[src/rtl/odec_pkg.sv]
package odec_pkg;

    // Addressing modes, as carried on address_mode
    typedef enum logic [3:0] {
        MODE_INH     = 4'd0,
        MODE_REG     = 4'd1,
        MODE_REG_IMM = 4'd2,
        MODE_IMM     = 4'd3,
        MODE_SRC     = 4'd4,
        MODE_REL     = 4'd5,
        MODE_CNT_REG = 4'd6,
        MODE_CRU_OFF = 4'd7,
        MODE_CNT_SRC = 4'd8,
        MODE_XOP_SRC = 4'd9,
        MODE_REG_SRC = 4'd10,
        MODE_DST_SRC = 4'd11
    } mode_t;

    localparam int WORD_W       = 16;
    localparam int IDX_W        = 7;
    localparam int MODE_W       = 4;
    localparam int OPTAB_COUNT  = 73;
    localparam logic [IDX_W-1:0] FALLBACK_IDX = 7'd73;

    // Match vector is split into groups of eight for the first-hit search
    localparam int GROUP_SIZE   = 8;
    localparam int LOCAL_W      = 3;
    localparam int GROUP_COUNT  = (OPTAB_COUNT + GROUP_SIZE - 1) / GROUP_SIZE;
    localparam int GROUP_W      = 4;

    typedef struct packed {
        logic [WORD_W-1:0] instruction_word;
    } word_t;

    typedef struct packed {
        logic [IDX_W-1:0]  mnemonic_index;
        logic [MODE_W-1:0] address_mode;
        logic              found;
    } result_t;

    typedef struct packed {
        logic [GROUP_COUNT-1:0]              hit;
        logic [GROUP_COUNT-1:0][LOCAL_W-1:0] local_idx;
    } group_t;

    localparam logic [WORD_W-1:0] OPTAB_BASE [0:OPTAB_COUNT-1] = '{
        16'h0080, 16'h0090, 16'h0180, 16'h01C0, 16'h0200, 16'h0220, 16'h0240, 16'h0260,
        16'h0280, 16'h02A0, 16'h02C0, 16'h02E0, 16'h0300, 16'h0340, 16'h0360, 16'h0380,
        16'h03A0, 16'h03C0, 16'h03E0, 16'h0400, 16'h0440, 16'h0480, 16'h04C0, 16'h0500,
        16'h0540, 16'h0580, 16'h05C0, 16'h0600, 16'h0640, 16'h0680, 16'h06C0, 16'h0700,
        16'h0740, 16'h0800, 16'h0900, 16'h0A00, 16'h0B00, 16'h1000, 16'h1100, 16'h1200,
        16'h1300, 16'h1400, 16'h1500, 16'h1600, 16'h1700, 16'h1800, 16'h1900, 16'h1A00,
        16'h1B00, 16'h1C00, 16'h1D00, 16'h1E00, 16'h1F00, 16'h2000, 16'h2400, 16'h2800,
        16'h2C00, 16'h3000, 16'h3400, 16'h3800, 16'h3C00, 16'h4000, 16'h5000, 16'h6000,
        16'h7000, 16'h8000, 16'h9000, 16'hA000, 16'hB000, 16'hC000, 16'hD000, 16'hE000,
        16'hF000
    };

    localparam mode_t OPTAB_MODE [0:OPTAB_COUNT-1] = '{
        MODE_REG,     MODE_REG,     MODE_SRC,     MODE_SRC,
        MODE_REG_IMM, MODE_REG_IMM, MODE_REG_IMM, MODE_REG_IMM,
        MODE_REG_IMM, MODE_REG,     MODE_REG,     MODE_IMM,
        MODE_IMM,     MODE_INH,     MODE_INH,     MODE_INH,
        MODE_INH,     MODE_INH,     MODE_INH,     MODE_SRC,
        MODE_SRC,     MODE_SRC,     MODE_SRC,     MODE_SRC,
        MODE_SRC,     MODE_SRC,     MODE_SRC,     MODE_SRC,
        MODE_SRC,     MODE_SRC,     MODE_SRC,     MODE_SRC,
        MODE_SRC,     MODE_CNT_REG, MODE_CNT_REG, MODE_CNT_REG,
        MODE_CNT_REG, MODE_REL,     MODE_REL,     MODE_REL,
        MODE_REL,     MODE_REL,     MODE_REL,     MODE_REL,
        MODE_REL,     MODE_REL,     MODE_REL,     MODE_REL,
        MODE_REL,     MODE_REL,     MODE_CRU_OFF, MODE_CRU_OFF,
        MODE_CRU_OFF, MODE_REG_SRC, MODE_REG_SRC, MODE_REG_SRC,
        MODE_XOP_SRC, MODE_CNT_SRC, MODE_CNT_SRC, MODE_REG_SRC,
        MODE_REG_SRC, MODE_DST_SRC, MODE_DST_SRC, MODE_DST_SRC,
        MODE_DST_SRC, MODE_DST_SRC, MODE_DST_SRC, MODE_DST_SRC,
        MODE_DST_SRC, MODE_DST_SRC, MODE_DST_SRC, MODE_DST_SRC,
        MODE_DST_SRC
    };

    // Low operand bits that a mode leaves out of the compare
    function automatic logic [WORD_W-1:0] ignore_mask(input mode_t mode);
        logic [WORD_W-1:0] mask;
        case (mode)
            MODE_REG, MODE_REG_IMM:               mask = 16'h000F;
            MODE_SRC:                             mask = 16'h003F;
            MODE_REL, MODE_CNT_REG, MODE_CRU_OFF: mask = 16'h00FF;
            MODE_CNT_SRC, MODE_XOP_SRC, MODE_REG_SRC: mask = 16'h03FF;
            MODE_DST_SRC:                         mask = 16'h0FFF;
            default:                              mask = 16'h0000;
        endcase
        return mask;
    endfunction

endpackage

[src/rtl/odec_word_if.sv]
interface odec_word_if;
    logic             valid;
    logic             ready;
    odec_pkg::word_t  payload;

    modport source (output valid, output payload, input ready);
    modport sink   (input valid, input payload, output ready);
endinterface

[src/rtl/odec_result_if.sv]
interface odec_result_if;
    logic              valid;
    logic              ready;
    odec_pkg::result_t payload;

    modport source (output valid, output payload, input ready);
    modport sink   (input valid, input payload, output ready);
endinterface

[src/rtl/opcode_to_mnemonic_decode_core.sv]
// Opcode decoder: takes one 16-bit instruction word per cycle and returns the
// first entry of the fixed 73-entry opcode table that it matches, giving the
// mnemonic index, the addressing mode and a found flag. A word that matches no
// entry returns index 73 (macro-instruction detect), inherent mode and found
// low. Each word passes three register stages (masked compare, first hit
// within each group of eight entries, first group and mode lookup); the
// first stage loads at the edge that accepts the word, and the result is
// shown once the third has loaded. A new word may enter every cycle. The
// final stage is the output register, so words keep flowing into empty
// stages while a result waits to be taken; when every stage is full and the
// sink holds ready low, the input stalls without loss.
module opcode_to_mnemonic_decode_core (
    input  logic          clk,
    input  logic          rst_n,
    odec_word_if.sink     in_word,
    odec_result_if.source out_result
);

    // stage 1 to stage 2
    logic                             s1_valid;
    logic                             s1_ready;
    logic [odec_pkg::OPTAB_COUNT-1:0] s1_match;

    // stage 2 to stage 3
    logic                             s2_valid;
    logic                             s2_ready;
    odec_pkg::group_t                 s2_group;

    // compare every entry under its mode mask
    odec_match u_match (
        .clk       (clk),
        .rst_n     (rst_n),
        .in_valid  (in_word.valid),
        .in_ready  (in_word.ready),
        .word      (in_word.payload.instruction_word),
        .out_valid (s1_valid),
        .out_ready (s1_ready),
        .match     (s1_match)
    );

    // reduce to one candidate per group of eight
    odec_prio u_prio (
        .clk       (clk),
        .rst_n     (rst_n),
        .in_valid  (s1_valid),
        .in_ready  (s1_ready),
        .match     (s1_match),
        .out_valid (s2_valid),
        .out_ready (s2_ready),
        .group     (s2_group)
    );

    // pick the lowest group, look up the mode, hold the result word
    odec_select u_select (
        .clk       (clk),
        .rst_n     (rst_n),
        .in_valid  (s2_valid),
        .in_ready  (s2_ready),
        .group     (s2_group),
        .out_valid (out_result.valid),
        .out_ready (out_result.ready),
        .result    (out_result.payload)
    );

endmodule

[src/rtl/odec_match.sv]
// Stage 1: compare the word with every table entry under its mode mask
module odec_match (
    input  logic                                clk,
    input  logic                                rst_n,
    input  logic                                in_valid,
    output logic                                in_ready,
    input  logic [odec_pkg::WORD_W-1:0]         word,
    output logic                                out_valid,
    input  logic                                out_ready,
    output logic [odec_pkg::OPTAB_COUNT-1:0]    match
);

    logic                             valid_reg;
    logic [odec_pkg::OPTAB_COUNT-1:0] match_reg;
    logic [odec_pkg::OPTAB_COUNT-1:0] match_next;
    logic                             advance;

    assign advance   = !valid_reg || out_ready;
    assign in_ready  = advance;
    assign out_valid = valid_reg;
    assign match     = match_reg;

    always_comb
    begin
        for (int k = 0; k < odec_pkg::OPTAB_COUNT; k++)
        begin
            match_next[k] = ((word & ~odec_pkg::ignore_mask(odec_pkg::OPTAB_MODE[k]))
                             == odec_pkg::OPTAB_BASE[k]);
        end
    end

    always_ff @(posedge clk or negedge rst_n)
    begin
        if (!rst_n)
        begin
            valid_reg <= 1'b0;
        end
        else if (advance)
        begin
            valid_reg <= in_valid;
        end
    end

    // hold the match bits while the next stage stalls
    always_ff @(posedge clk)
    begin
        if (advance && in_valid)
        begin
            match_reg <= match_next;
        end
    end

endmodule

[src/rtl/odec_prio.sv]
// Stage 2: first hit inside each group of eight entries
module odec_prio (
    input  logic                             clk,
    input  logic                             rst_n,
    input  logic                             in_valid,
    output logic                             in_ready,
    input  logic [odec_pkg::OPTAB_COUNT-1:0] match,
    output logic                             out_valid,
    input  logic                             out_ready,
    output odec_pkg::group_t                 group
);

    logic             valid_reg;
    odec_pkg::group_t group_reg;
    odec_pkg::group_t group_next;
    logic             advance;

    assign advance   = !valid_reg || out_ready;
    assign in_ready  = advance;
    assign out_valid = valid_reg;
    assign group     = group_reg;

    always_comb
    begin
        group_next = '0;
        for (int g = 0; g < odec_pkg::GROUP_COUNT; g++)
        begin
            // walk downwards so the lowest matching entry is kept
            for (int j = odec_pkg::GROUP_SIZE - 1; j >= 0; j--)
            begin
                if ((g * odec_pkg::GROUP_SIZE + j) < odec_pkg::OPTAB_COUNT)
                begin
                    if (match[g * odec_pkg::GROUP_SIZE + j])
                    begin
                        group_next.hit[g]       = 1'b1;
                        group_next.local_idx[g] = odec_pkg::LOCAL_W'(j);
                    end
                end
            end
        end
    end

    always_ff @(posedge clk or negedge rst_n)
    begin
        if (!rst_n)
        begin
            valid_reg <= 1'b0;
        end
        else if (advance)
        begin
            valid_reg <= in_valid;
        end
    end

    always_ff @(posedge clk)
    begin
        if (advance && in_valid)
        begin
            group_reg <= group_next;
        end
    end

endmodule

[src/rtl/odec_select.sv]
// Stage 3: first group with a hit, mode lookup, output register
module odec_select (
    input  logic              clk,
    input  logic              rst_n,
    input  logic              in_valid,
    output logic              in_ready,
    input  odec_pkg::group_t  group,
    output logic              out_valid,
    input  logic              out_ready,
    output odec_pkg::result_t result
);

    logic                           valid_reg;
    odec_pkg::result_t              result_reg;
    odec_pkg::result_t              result_next;
    logic                           advance;
    logic [odec_pkg::GROUP_W-1:0]   sel_group;
    logic                           any_hit;
    logic [odec_pkg::IDX_W-1:0]     hit_idx;

    assign advance   = !valid_reg || out_ready;
    assign in_ready  = advance;
    assign out_valid = valid_reg;
    assign result    = result_reg;

    always_comb
    begin
        sel_group = '0;
        any_hit   = 1'b0;
        for (int g = odec_pkg::GROUP_COUNT - 1; g >= 0; g--)
        begin
            if (group.hit[g])
            begin
                sel_group = odec_pkg::GROUP_W'(g);
                any_hit   = 1'b1;
            end
        end
        hit_idx = odec_pkg::IDX_W'({sel_group, group.local_idx[sel_group]});

        if (any_hit)
        begin
            result_next.mnemonic_index = hit_idx;
            result_next.address_mode   = odec_pkg::OPTAB_MODE[hit_idx];
            result_next.found          = 1'b1;
        end
        else
        begin
            result_next.mnemonic_index = odec_pkg::FALLBACK_IDX;
            result_next.address_mode   = odec_pkg::MODE_INH;
            result_next.found          = 1'b0;
        end
    end

    always_ff @(posedge clk or negedge rst_n)
    begin
        if (!rst_n)
        begin
            valid_reg <= 1'b0;
        end
        else if (advance)
        begin
            valid_reg <= in_valid;
        end
    end

    always_ff @(posedge clk)
    begin
        if (advance && in_valid)
        begin
            result_reg <= result_next;
        end
    end

endmodule

[src/flat_wrapper.sv]
// flat-port wrapper written by rule: the top's interface ports become plain ports
module opcode_to_mnemonic_decode_core_flat 
  (clk, rst_n, in_word_valid, in_word_payload, in_word_ready, out_result_valid, out_result_payload, out_result_ready);
  odec_word_if in_word_i ();
  odec_result_if out_result_i ();
  input  logic clk;
  input  logic rst_n;
  input wire logic [$bits(in_word_i.valid)-1:0] in_word_valid;
  input wire logic [$bits(in_word_i.payload)-1:0] in_word_payload;
  output wire logic [$bits(in_word_i.ready)-1:0] in_word_ready;
  output wire logic [$bits(out_result_i.valid)-1:0] out_result_valid;
  output wire logic [$bits(out_result_i.payload)-1:0] out_result_payload;
  input wire logic [$bits(out_result_i.ready)-1:0] out_result_ready;
  assign in_word_i.valid = in_word_valid;
  assign in_word_i.payload = in_word_payload;
  assign in_word_ready = in_word_i.ready;
  assign out_result_valid = out_result_i.valid;
  assign out_result_payload = out_result_i.payload;
  assign out_result_i.ready = out_result_ready;
  opcode_to_mnemonic_decode_core u_core (.clk(clk), .rst_n(rst_n), .in_word(in_word_i), .out_result(out_result_i));
endmodule
[config.mk]
export PLATFORM = sky130hd
export DESIGN_NAME = opcode_to_mnemonic_decode_core_flat
export DESIGN_NICKNAME = d
export VERILOG_FILES = /design/src/rtl/odec_pkg.sv /design/src/rtl/odec_word_if.sv /design/src/rtl/odec_result_if.sv /design/src/rtl/opcode_to_mnemonic_decode_core.sv /design/src/rtl/odec_match.sv /design/src/rtl/odec_prio.sv /design/src/rtl/odec_select.sv /design/src/flat_wrapper.sv
export SDC_FILE = /design/constraint.sdc
export NUM_CORES = 1
export LEC_CHECK = 0
export BUFFER_PORTS_ARGS = -buffer_cell sky130_fd_sc_hd__buf_2
export CORE_UTILIZATION = 65
export CTS_BUF_LIST = sky130_fd_sc_hd__clkbuf_8
export DETAILED_ROUTE_END_ITERATION = 10
export GPL_ROUTABILITY_DRIVEN = 0
export GPL_TIMING_DRIVEN = 0
export PLACE_DENSITY = 0.84
export SYNTH_ARGS = -nofsm -noshare
export SYNTH_HDL_FRONTEND = slang
export SYNTH_HIERARCHICAL = 1
export SYNTH_SLANG_ARGS = --single-unit
export TNS_END_PERCENT = 1
[constraint.sdc]
create_clock -name clk -period 7.06 [get_ports clk]
set_clock_uncertainty 0.05 [all_clocks]
set_input_delay 0.353 -clock clk [delete_from_list [all_inputs] [get_ports clk]]
set_output_delay 0.353 -clock clk [all_outputs]
set_load 0.02 [all_outputs]
==> run summary <==
Synth Register Bits -> 125
Synth warnings -> 6
Max-cap violations -> 0
Max FFs per register -> 73
Initial antenna violation count -> 1
Largest net degree at the start of global routing -> 74
Area delta synth->final -> 11.6%
Fin Hold WS -> 0.0924 ns
Primary FF master, synth -> edfxtp_1
Top cells by area, synth -> edfxtp_1, nor2_1, nor3_2
Maximum clock path buffer count -> 2
Area of the multi-input gates -> 2280 um^2
CTS-repair resized insts -> 0
Placed Instances -> 686
Max Clk Rate -> 0.259 GHz
IO Count -> 34
Share of layout cells above drive strength 1 -> 23.2%
Clk pin slew, worst setup/hold paths -> 0.07 ns
Post-Layout Inst Area -> 7010 um^2
Post-Layout Cell Count -> 719
Fin worst setup slack -> 3.20 ns
Cells after synthesis -> 522
Final HPWL DP -> 8820 um
Reg2reg end -> u_core/u_select/result[2]
Clock sinks -> 125
Hold crit path type -> in2reg
Total gr overflow -> 0
Cells on worst reg2reg path -> 12
Most frequent cells in the layout -> edfxtp_1, nor2_1, buf_2, nand2_1
Drt first pass iters -> 6
Sequential cell area fraction in the yosys report -> 59.5%
Pwr Total -> 1.65 mW
CP Capture Type -> flip-flop
Synth top area share -> 58.3%
Setup Total Neg Slack -> 0 ns
Most common cell after layout, fill and taps aside -> edfxtp_1
Diodes inserted -> 0
Final net count -> 600
Critical Path RT -> 7.16 ns
Fin. max-slew vios -> 0
Die Y -> 100 um
Dpl cell area -> 6620 um^2
Initial Util -> 67.7%
Min Tclk post-route -> 3.86 ns
Filler cell count -> 599
Total GRT Usage -> 27.3%
Crit path launch -> u_core/u_prio/group[35]
Crit Path Max Fanout -> 10
Place WS -> 3.33 ns
RSZ-0062 raised after global routing -> no
Fin crit share -> 54.6%
Final setup fails -> 0
WL/cell -> 17.8 um
Final-report hold violation count -> 0
# DRC -> 0
FF/Latch Area -> 3740 um^2
Vias in the first global route -> 4235
Status -> finished, final reports clean
CTS Buf Count -> 17
I/O Buffers -> 33
Core Region -> 9280 um^2
Critical path data arrival time -> 3.95 ns
Crit path capture -> u_core/u_select/result[2]
Mapped cell area -> 6280 um^2
CP Launch Type -> flip-flop
Via count -> 4480
Ys async rst share -> 2.40%
Die width -> 100 um
Relative slew slack -> 32.9%
R2r setup slk -> 3.20 ns
Leak -> 2.39 nW
Cell Rows -> 35
EDFF count, synth -> 122
CP Class -> reg2reg
Total Wirelength -> 12800 um
P per Cell Area -> 236 nW/um^2
Syn avg cell area -> 12.0 um^2
Clk_lat worst skew -> 0.42 ns
CTS tree -> done
Final ANT Viol Nets -> 0
Root Driver -> clkbuf_8
1st-iter DRT viols -> 392
Die ar. -> 10100 um^2
Post-synth top area cell -> edfxtp_1
Number of library cell types mapped by synthesis -> 70
Global-route wire length before repair -> 20600 um
Worst vdd ir -> 0.129 mV
Worst reg2reg startpoint -> u_core/u_prio/group[35]
Layout Utilization -> 75.6%
H-tree depth -> 4
Worst-margin pin slew -> 0.997 ns
Via-per-instance ratio -> 6.23
==> area by class of cell <==
cell class	instances	share of cell area [%]
clock inverter	15	2.10
timing repair buffer	34	2.50
sequential	125	53.3
clock buffer	17	3.34
inverter	24	1.28
buffer	28	2.69
multi-input combinational	347	32.5
tap	129	2.30
==> timing repair <==
item                                   CTS  global route
hold buffers                             1             0
setup buffers                            0             0
endpoints found under the hold margin    3             0
==> kinds of logic after synthesis <==
group | count (synthesis) | synth area share, %
AO/OA/AOI/OAI | 84 | 9.86
XOR/XNOR | 1 | 0.139
buffers and inverters | 52 | 4.44
adder cells (fa/ha/maj) | 3 | 0.597
multiplexers | 5 | 0.796
flip-flops | 125 | 59.5
other | 1 | 0.0597
AND/OR/NAND/NOR | 251 | 24.6
==> how the worst min path moves through the flow <==
stage | startpoint | to | slack [ns] | depth (start not counted)
floorplan | rst_n | u_core/u_match/out_valid | 0.007 | 0
global placement | rst_n | u_core/u_select/out_valid | 0.1 | 1
detailed placement | rst_n | u_core/u_prio/out_valid | 0.10 | 1
CTS | in_word_valid | u_core/u_match/out_valid | 0.08 | 2
global route | in_word_valid | u_core/u_match/out_valid | 0.09 | 2
finish | in_word_valid | u_core/u_match/out_valid | 0.09 | 2
==> critical path, stage by stage, from the launching register on <==
cell,delay (ns)
edfxtp_1,0.52
nor2_1,0.21
a221oi_2,0.13
o31ai_1,0.31
clkbuf_1,0.45
nand2_1,0.09
and3_1,0.19
a311o_1,0.34
nand3_1,0.10
o21ai_0,0.21
ha_1,0.32
o311ai_0,0.50
o211ai_1,0.15
==> synth_stat cells (all sizes together) (4+ instances only) <==
cell type / n
nor2: 73
nor3: 33
and3b: 5
inv: 23
nand4: 4
or4b: 11
a21boi: 7
buf: 19
edfxtp: 122
nand2: 35
nor2b: 9
nand2b: 14
or4bb: 4
o41ai: 9
nor4: 28
clkbuf: 9
a21oi: 24
and2: 5
nor3b: 5
mux2i: 5
or4: 9
a211oi: 5
o21ai: 18
nand3: 10
==> metal layers <==
| metal | vias up | wire, um | part of all wire [%] | global-route usage (%) |
|---|---|---|---|---|
| met5 | - | 13 | 0.10 | 0 |
| met4 | 2 | 255 | 2.0 | 11.7 |
| met3 | 32 | 950 | 7.4 | 6.13 |
| met2 | 249 | 6490 | 51 | 46.9 |
| met1 | 2105 | 5070 | 40 | 33.4 |
| li1 | 2092 | - | - | - |
==> report_power, final <==
| part | switching [mW] | internal [mW] |
|---|---|---|
| Clock | 0.287 | 0.312 |
| Combinational | 0.0975 | 0.0512 |
| Sequential | 0.0310 | 0.876 |
| Total | 0.415 | 1.24 |
Power figures use the tool's default switching activity.
